==> config.mk <==
export PLATFORM = sky130hd
export DESIGN_NAME = ami_queue
export DESIGN_NICKNAME = d
export VERILOG_FILES = /design/src/rtl/ami_pkg.sv /design/src/rtl/ami_queue.sv
export SDC_FILE = /design/constraint.sdc
export NUM_CORES = 1
export LEC_CHECK = 0
export BUFFER_PORTS_ARGS = -buffer_cell sky130_fd_sc_hd__buf_2
export CAP_MARGIN = 20
export CORE_AREA = 2 2 605 607
export CTS_CLUSTER_DIAMETER = 80
export DETAILED_ROUTE_END_ITERATION = 8
export DIE_AREA = 0 0 607 609
export PLACE_DENSITY = 0.42
export SLEW_MARGIN = 40
export SYNTH_ARGS = -nofsm -noshare
export SYNTH_HDL_FRONTEND = slang
export SYNTH_SLANG_ARGS = --single-unit
==> constraint.sdc <==
create_clock -name clk -period 55.5 [get_ports clk]
set_input_delay 11.1 -clock clk [delete_from_list [all_inputs] [get_ports clk]]
set_output_delay 11.1 -clock clk [all_outputs]
set_load 0.01 [all_outputs]
==> src/rtl/ami_pkg.sv <==
// Shared types and constants for the affine matrix inverse block.
// Used by every module under rtl; depends on nothing else.
package ami_pkg;

    localparam int FX_W       = 32;   // Q16.16 field width
    localparam int THR_W      = 31;   // threshold register width
    localparam int COF_W      = 64;   // cofactor, exact Q32.32
    localparam int DET_W      = 98;   // signed determinant, Q48.48
    localparam int DMAG_W     = 97;   // determinant magnitude
    localparam int NUM_W      = 98;   // rounded dividend
    localparam int QB_W       = 33;   // quotient bits kept before saturation
    localparam int DIV_STAGES = QB_W; // one quotient bit per stage
    localparam int REM_W      = DMAG_W + QB_W;

    localparam logic [FX_W-1:0] ONE_Q16 = 32'h0001_0000;

    typedef struct packed {
        logic signed [FX_W-1:0] in_r0c0;
        logic signed [FX_W-1:0] in_r0c1;
        logic signed [FX_W-1:0] in_r0c2;
        logic signed [FX_W-1:0] in_r1c0;
        logic signed [FX_W-1:0] in_r1c1;
        logic signed [FX_W-1:0] in_r1c2;
        logic signed [FX_W-1:0] in_r2c0;
        logic signed [FX_W-1:0] in_r2c1;
        logic signed [FX_W-1:0] in_r2c2;
        logic signed [FX_W-1:0] in_tx;
        logic signed [FX_W-1:0] in_ty;
        logic signed [FX_W-1:0] in_tz;
    } ami_in_t;

    typedef struct packed {
        logic signed [FX_W-1:0] out_r0c0;
        logic signed [FX_W-1:0] out_r0c1;
        logic signed [FX_W-1:0] out_r0c2;
        logic signed [FX_W-1:0] out_r1c0;
        logic signed [FX_W-1:0] out_r1c1;
        logic signed [FX_W-1:0] out_r1c2;
        logic signed [FX_W-1:0] out_r2c0;
        logic signed [FX_W-1:0] out_r2c1;
        logic signed [FX_W-1:0] out_r2c2;
        logic signed [FX_W-1:0] out_tx;
        logic signed [FX_W-1:0] out_ty;
        logic signed [FX_W-1:0] out_tz;
    } ami_out_t;

    // Classified item handed from the front part to the back part.
    typedef struct packed {
        logic [8:0][COF_W-1:0] cof;   // cofactors, row-major, signed
        logic [2:0][FX_W-1:0]  t;     // translation, signed
        logic [DMAG_W-1:0]     dmag;
        logic                  det_neg;
        logic                  singular;
    } ami_front_item_t;

endpackage

==> src/rtl/ami_queue.sv <==
// Two-entry queue between the front and back parts of the matrix inverse.
// Depends on ami_pkg for the classified item type.
module ami_queue
    import ami_pkg::*;
(
    input  logic            clk,
    input  logic            rst_n,
    input  logic            wr,
    input  ami_front_item_t wr_item,
    input  logic            rd,
    output logic            full,
    output logic            empty,
    output ami_front_item_t rd_item
);

    ami_front_item_t mem_reg [2];
    logic            wr_ptr_reg, wr_ptr_next;
    logic            rd_ptr_reg, rd_ptr_next;
    logic [1:0]      count_reg, count_next;

    assign full    = (count_reg == 2'd2);
    assign empty   = (count_reg == 2'd0);
    assign rd_item = mem_reg[rd_ptr_reg];

    always_comb
    begin
        wr_ptr_next = wr_ptr_reg ^ wr;
        rd_ptr_next = rd_ptr_reg ^ rd;
        count_next  = count_reg + {1'b0, wr} - {1'b0, rd};
    end

    always_ff @(posedge clk or negedge rst_n)
    begin
        if (!rst_n)
        begin
            wr_ptr_reg <= 1'b0;
            rd_ptr_reg <= 1'b0;
            count_reg  <= 2'd0;
        end
        else
        begin
            wr_ptr_reg <= wr_ptr_next;
            rd_ptr_reg <= rd_ptr_next;
            count_reg  <= count_next;
        end
    end

    always_ff @(posedge clk)
    begin
        if (wr)
        begin
            mem_reg[wr_ptr_reg] <= wr_item;
        end
    end

endmodule

[After elaboration in Yosys (flattened, before gate mapping)]
Memories as Yosys holds them, arrays and structs flattened.
Index checks and enable logic that the tools add are counted.
Word-level totals
  bits in registers: 4
  RAM bits: 1542
  input port bits: 775
  logic and storage cells: 12
  memories kept: 1
Cells by class
  add/sub/neg operators: 2
  eq/ne operators: 1
  multiplexer cells: 2
  bitwise gates (word level): 2
  reductions and logical operators: 1
Memories
  mem_reg: words 2, bits a word 771, read ports 1, clocked after Yosys merged registers in 0, write ports 1, RTL line ami_queue.sv:16  | ami_front_item_t mem_reg [2];
Operator list (number)
  2-bit by 1-bit adder with 2-bit output: 1
  2-bit == test (second input constant): 1
  2-bit logical NOT: 1
  1-bit 2-to-1 mux: 2
  2-bit by 1-bit subtractor with 2-bit output: 1
  1-bit XOR: 2

[Longest topological paths before layout]
Gate-level depths: netlist of run 1.
  word-level depth: 2
  depth in mapped cells: 5
  gate-level depth less buffers: 5

[Worst setup path after synthesis of run 1]
No wires, ideal clock.
  path kind: input-to-reg
  start point: in wr
  end point: mem mem_reg[0][0] in the netlist's numbering (enable)
  setup time: 1.246 ns
  arrival time: 28.645 ns
  required time: 54.254 ns
  path slack: 25.608 ns
  stages: 1
  buffers on the path: 0
  cells stage by stage: ha_1
Between the ends
  cells in the longest elaborated chain, start to end: 2
RTL lines
  start: declaration: RTL line ami_queue.sv:8  | input logic wr,
  1-bit 2-to-1 mux: RTL line ami_queue.sv:50  | if (wr)
  1-bit 2-to-1 mux (implied by the code): RTL line ami_queue.sv:52  | mem_reg[wr_ptr_reg] <= wr_item;
  end: declaration: RTL line ami_queue.sv:16
No other way between the ends.

==> metrics, run 1 <==
clock skew 0.0441 ns; Syn Inst Count 2415; WL final 266000 µm; first-pass GRT wire length 330000 µm; # H-tree levels 4; CP Cell Sequence buf_12, buf_4, buf_6, buf_4, buf_4, buf_6, mux2_2, buf_2; vias in the first global route 32000; Yosys top cell area share 82.5%; largest net degree at the start of global routing 117; Most common cell on crit path buf_4; Max Freq 59.0 MHz; top-count cell post-synth edfxtp_1; initial antenna violation count 295; Simple-Gate Fraction of Synth Area 0.0178%; adder-cell share of the synthesized area 0.0892%; final instance area 76200 µm²; Compound-Gate Fraction of Synth Area 0%; critical path class reg -> out; Synth async-reset ratio 0.259%; flops & latches, synth 1546; Max Buffers Root-to-Sink 4; unrepaired setup endpoints after global routing no; fin crit share 30.5%; Final Util 20.9%; I/O Pins 1548; endpoints failing setup 0; slowest stage delay, CP 0.73 ns; Initial Util 15.4%; Seq/Total Area, Yosys 82.7%; Pleak 27.3 nW; nets 4893; status finished, final reports clean; Core Rows 222; WL/cell 29.0 µm; Hold WC Path Type reg -> reg; post-cts repair resize count 0; fillers 38600; worst-skew pair later-pin latency 0.86 ns; Synth Area in XOR/XNOR 0.0579%; Final HPWL DP 216000 µm; CTS root buf clkbuf_16; largest cells by area after synthesis edfxtp_1 (82%), mux2_2 (14%), mux2_4 (2.1%), buf_4 (0.80%), buf_6 (0.20%); gr ovfl total 0; Final Hold Viols 0; die area 370000 µm²; Peak supply drop 0.0000298 V; die width 607 µm; gp weighted congestion 0.895; Pwr Density 53.4 nW/µm²; synth warn 0; max-cap violation count 0; top_reg_cell synth edfxtp_1; syn avg cell area 23.2 µm²; Post-synth EDFFs 1542; critical path peak fanout 61; Max-Slew Margin vs Limit 44.8%; CP arrival 5.85 ns; Worst Tran Pin Value 0.829 ns; crit path time final 16.95 ns; critical path's slowest cell dfrtp_4; placed cell areas 69700 µm²; Mapped Nets 3194; core box area 364000 µm²; startpoint type of the worst setup path flip-flop; die height 609 µm; largest family of logic cells by synthesized area multiplexers; via/cell ratio 3.45; TritonCTS Sinks 1546; top cells by count, synth edfxtp_1 (1542), mux2_2 (691), mux2_4 (80), buf_4 (60), buf_2 (16); Setup TNS Final 0 ns; CP required 44.40 ns; multiplexer share of the synthesized area 16.0%; area leader, netlist edfxtp_1; ANT nets after route 0; Clk pin slew, worst setup/hold paths 0.06 ns; Reg area 46400 µm²; Via Count 31600; Iter 0 DRT Violations 2324; area delta synth->final 35.7%; mapped cell area 56100 µm²; Worst setup EP type output pin; post-layout power 4.07 mW; DRC 0; max reg flops 1542; distinct cell type count after synthesis 13; TritonCTS buffer count 191; GRT Total Usage 13.7%; hold buffers post-CTS 0; multi-input logic area 9100 µm²; layout cell share with drive strength beyond 1 62.1%; CTS tree built; IO Port Bufs 1547; Setup Fix Bufs, Post-CTS 0; DRT Pass-1 Iters 5; fin. max-slew vios 0
-- placed cells by master (no fill, tap or decap), drive strengths merged --
master    synthesis  final
ha                4      4
nor2b             1      1
dfrtp             4      4
buf              86   1592
clkinv            0     80
clkinvlp          0      9
inv               4     20
bufinv            0     16
edfxtp         1542   1542
nor2              1      1
xor2              1      1
diode             0     82
clkbuf            0    225
xor3              1      1
mux2            771    771
-- report_power, final --
part | total (mW) | internal (mW) | leakage [nW] | switching, mW
Sequential | 1.61 | 1.55 | 14.5 | 0.0606
Clock | 1.24 | 0.721 | 3.03 | 0.517
Combinational | 1.22 | 0.468 | 9.79 | 0.749
Total | 4.07 | 2.74 | 27.3 | 1.33
-- cell families after synthesis --
family                     count (synthesis)
and+or+nand+nor                            2
buffers and inverters                     90
muxes                                    771
DFF                                     1546
adders and majority gates                  4
xor gates and xnor gates                   2
-- critical path, delay by kind of cell, from the launching register on --
kind / cells / cell delay [ns]
buf+inv: 7 / 3.56
flops: 1 / 0.73
mux: 1 / 0.41
-- stage by stage --
step	instances	hold WS (ns)	setup WS, ns
2_1_floorplan	2415	0.580	25.61
3_3_place_gp	8733	0.599	38.47
3_5_place_dp	8734	0.632	38.65
4_1_cts	9080	0.646	38.14
5_1_grt	9098	0.672	38.18
6_report	9165	0.644	38.55
-- worst paths after layout --
| kind | startpoint | to | slack [ns] | cells after the start |
|---|---|---|---|---|
| hold reg to reg | count_reg[1] | count_reg[1] | 0.64 | 1 |
| max in group asynchronous | rst_n | rd_ptr_reg | 45.33 | 1 |
| setup reg to reg | wr_ptr_reg | mem_reg[1][760] | 50.04 | 8 |
| hold / removal | count_reg[1] | count_reg[1] | 0.64 | 1 |
| min in group asynchronous | rst_n | rd_ptr_reg | 10.03 | 1 |
| setup / recovery | rd_ptr_reg | rd_item[579] | 38.55 | 8 |
-- metal layers --
metal,vias up,wire length (µm),track usage [%],share of wire (%)
met1,16000,94200,14.7,35
met4,126,10800,4.60,4.1
met2,1616,128000,23.3,48
met3,606,31800,6.95,12
met5,-,816,0,0.31
li1,13300,-,-,-
-- final cells by class --
cell class | count | share of cell area, %
diodes | 82 | 0.269
clock inverters | 121 | 1.60
inverters | 4 | 0.0197
repair buffers | 1592 | 10.8
clock buffers | 225 | 6.54
well taps | 4816 | 7.91
multi-input cells | 779 | 11.9
flip-flops and latches | 1546 | 60.9
No activity file was read; power rests on OpenSTA's default activity.
==> run 2: changes to the inputs <==
--- a/config.mk
+++ b/config.mk
@@ -11,7 +11,7 @@
 export CTS_CLUSTER_DIAMETER = 80
 export DETAILED_ROUTE_END_ITERATION = 8
 export DIE_AREA = 0 0 607 609
-export PLACE_DENSITY = 0.42
+export PLACE_DENSITY = 0.43
 export SLEW_MARGIN = 40
 export SYNTH_ARGS = -nofsm -noshare
 export SYNTH_HDL_FRONTEND = slang
==> constraint.sdc (replaced) <==
create_clock -name clk -period 13.6 [get_ports clk]
set_input_delay 2.72 -clock clk [delete_from_list [all_inputs] [get_ports clk]]
set_output_delay 2.72 -clock clk [all_outputs]
set_load 0.01 [all_outputs]
==> metrics, run 2 (synthesis results as in run 1) <==
core box area 364000 µm² (unchanged); Final HPWL DP 214000 µm (-1.0%); most frequent cells in the layout buf_2 (1547), edfxtp_1 (1542), mux2_2 (691); hold slack 0.652 ns (+0.00821 ns); TritonCTS buffer count 188 (-1.6%); ANT nets after route 0 (unchanged); nets 4887 (-0.12%); Worst Tran Pin Value 0.821 ns (-0.00785 ns); post-cts repair resize count 0 (unchanged); Setup Fix Bufs, Post-CTS 0 (unchanged); commonest non-fill, non-tap cell in the layout buf_2; fin. max-slew vios 0 (unchanged); GRT Total Usage 13.6% (-0.11 points); startpoint type of the worst setup path flip-flop; IO Port Bufs 1547 (unchanged); GR peak layer met2; hold buffers post-CTS 0 (unchanged); Global Route met2 Usage 23.1% (-0.20 points); via/cell ratio 3.51 (+1.7%); fin crit share 50.9%; placed cell areas 69800 µm² (+0.18%); max reg flops 1542 (unchanged); gr ovfl total 0 (unchanged); RR Startpoint wr_ptr_reg; CP required 10.88 ns (-33.52 ns); clock skew 0.0538 ns (+0.00969 ns); DRC 0 (unchanged); initial antenna violation count 314 (+6.4%); die width 607 µm (unchanged); Max-Slew Margin vs Limit 45.3% (+0.52 points); hold path startpoint count_reg[1]; Max Buffers Root-to-Sink 4 (unchanged); CTS root buf clkbuf_16; Final Hold Viols 0 (unchanged); final worst slack 6.68 ns (-31.88 ns); CP arrival 4.20 ns (-1.65 ns); CTS tree built; crit path time final 6.92 ns; area delta synth->final 35.6% (about the same); I/O Pins 1548 (unchanged); Core Rows 222 (unchanged); DRT Pass-1 Iters 6 (+1); Hold WC Path Type reg -> reg; unrepaired setup endpoints after global routing no; Pwr Density 217 nW/µm² (+310%); Pleak 27.3 nW (-0.26%); Peak supply drop 0.000111 V (+270%); R2R cell count 6 (-2); status finished, final reports clean; fillers 38700 (+0.065%); Post-Place Setup Slack 7.30 ns (-31.35 ns); die height 609 µm (unchanged); Via Count 32100 (+1.5%); Iter 0 DRT Violations 2130 (-8.3%); max-cap violation count 0 (unchanged); reg2reg end mem_reg[0][675]; vias in the first global route 32200 (+0.65%); first-pass GRT wire length 330000 µm (about the same); gp weighted congestion 0.915 (+2.2%); critical path class reg -> out; final instance area 76100 µm² (about the same); Setup TNS Final 0 ns (unchanged); # H-tree levels 4 (unchanged); critical path peak fanout 80 (+31%); die area 370000 µm² (unchanged); largest net degree at the start of global routing 134 (+15%); R2R Setup Slk 10.24 ns (-39.80 ns); WL final 263000 µm (-0.89%); met1 usage 13.8% (-0.83 points); layout cell share with drive strength beyond 1 61.5% (-0.63 points); Worst setup EP type output pin; Hold Path End count_reg[1]; TritonCTS Sinks 1546 (unchanged); WHS Path Cells 1 (unchanged); WL/cell 28.8 µm (-0.70%); met3 GRT Util 8.04% (+1.1 points); worst-skew pair later-pin latency 0.89 ns (+0.03 ns); Clk pin slew, worst setup/hold paths 0.06 ns (about the same); endpoints failing setup 0 (unchanged); Max Freq 144 MHz; Initial Util 15.4% (unchanged)
## run 2: cell types whose count changed in the layout (fill, tap and decap cells not counted), moves of 5 or more
cell      delta
clkinv_2    -19
buf_6       -14
clkbuf_1    +13
buf_12      +10
clkinv_1    +10
diode_2      -8
buf_16       +5
## run 2: stage by stage
stage	utilization [%]	power, mW	std cells
2_1_floorplan	-	9.71	2415
3_3_place_gp	19.2	11.8	8727
3_5_place_dp	19.2	11.8	8730
4_1_cts	20.8	16.9	9069
5_1_grt	20.9	17.3	9085
6_report	20.9	16.5	9147
## run 2: report_power, final
group | internal, mW | switching [mW] | leakage (nW)
Clock | 2.90 | 2.07 | 2.91
Combinational | 1.94 | 3.08 | 9.84
Sequential | 6.32 | 0.241 | 14.5
Total | 11.2 | 5.39 | 27.3
## run 2: worst max-delay path by stage
stage / start / endpoint / depth (start not counted)
floorplan: wr / mem_reg[1][0] / 1
global placement: rd_ptr_reg / rd_item[164] / 5
detailed placement: rd_ptr_reg / rd_item[42] / 5
CTS: rd_ptr_reg / rd_item[92] / 5
global route: rd_ptr_reg / rd_item[56] / 5
finish: rd_ptr_reg / rd_item[501] / 6
## run 2: per-layer routing
| layer | vias up | part of all wire [%] |
|---|---|---|
| li1 | 13200 | - |
| met1 | 16200 | 35 |
| met2 | 1721 | 48 |
| met3 | 768 | 13 |
| met4 | 184 | 4.2 |
| met5 | - | 0.47 |
## run 2: critical path, stage by stage, from the launching register on
cell and delay [ns]:
dfrtp_4 0.78, buf_4 0.49, buf_12 0.37, buf_12 0.39, buf_16 0.35, mux2_2 0.39, buf_2 0.14
## run 2: layout make-up
cell class	count	area (µm²)	area share [%]
Antenna cell	74	185	0.243
Inverter	4	15.0	0.0197
Clock buffer	232	4910	6.45
Multi-Input combinational cell	779	9100	12.0
Sequential cell	1546	46400	61.0
Clock inverter	107	1110	1.46
Tap cell	4816	6030	7.92
Timing Repair Buffer	1589	8360	11.0
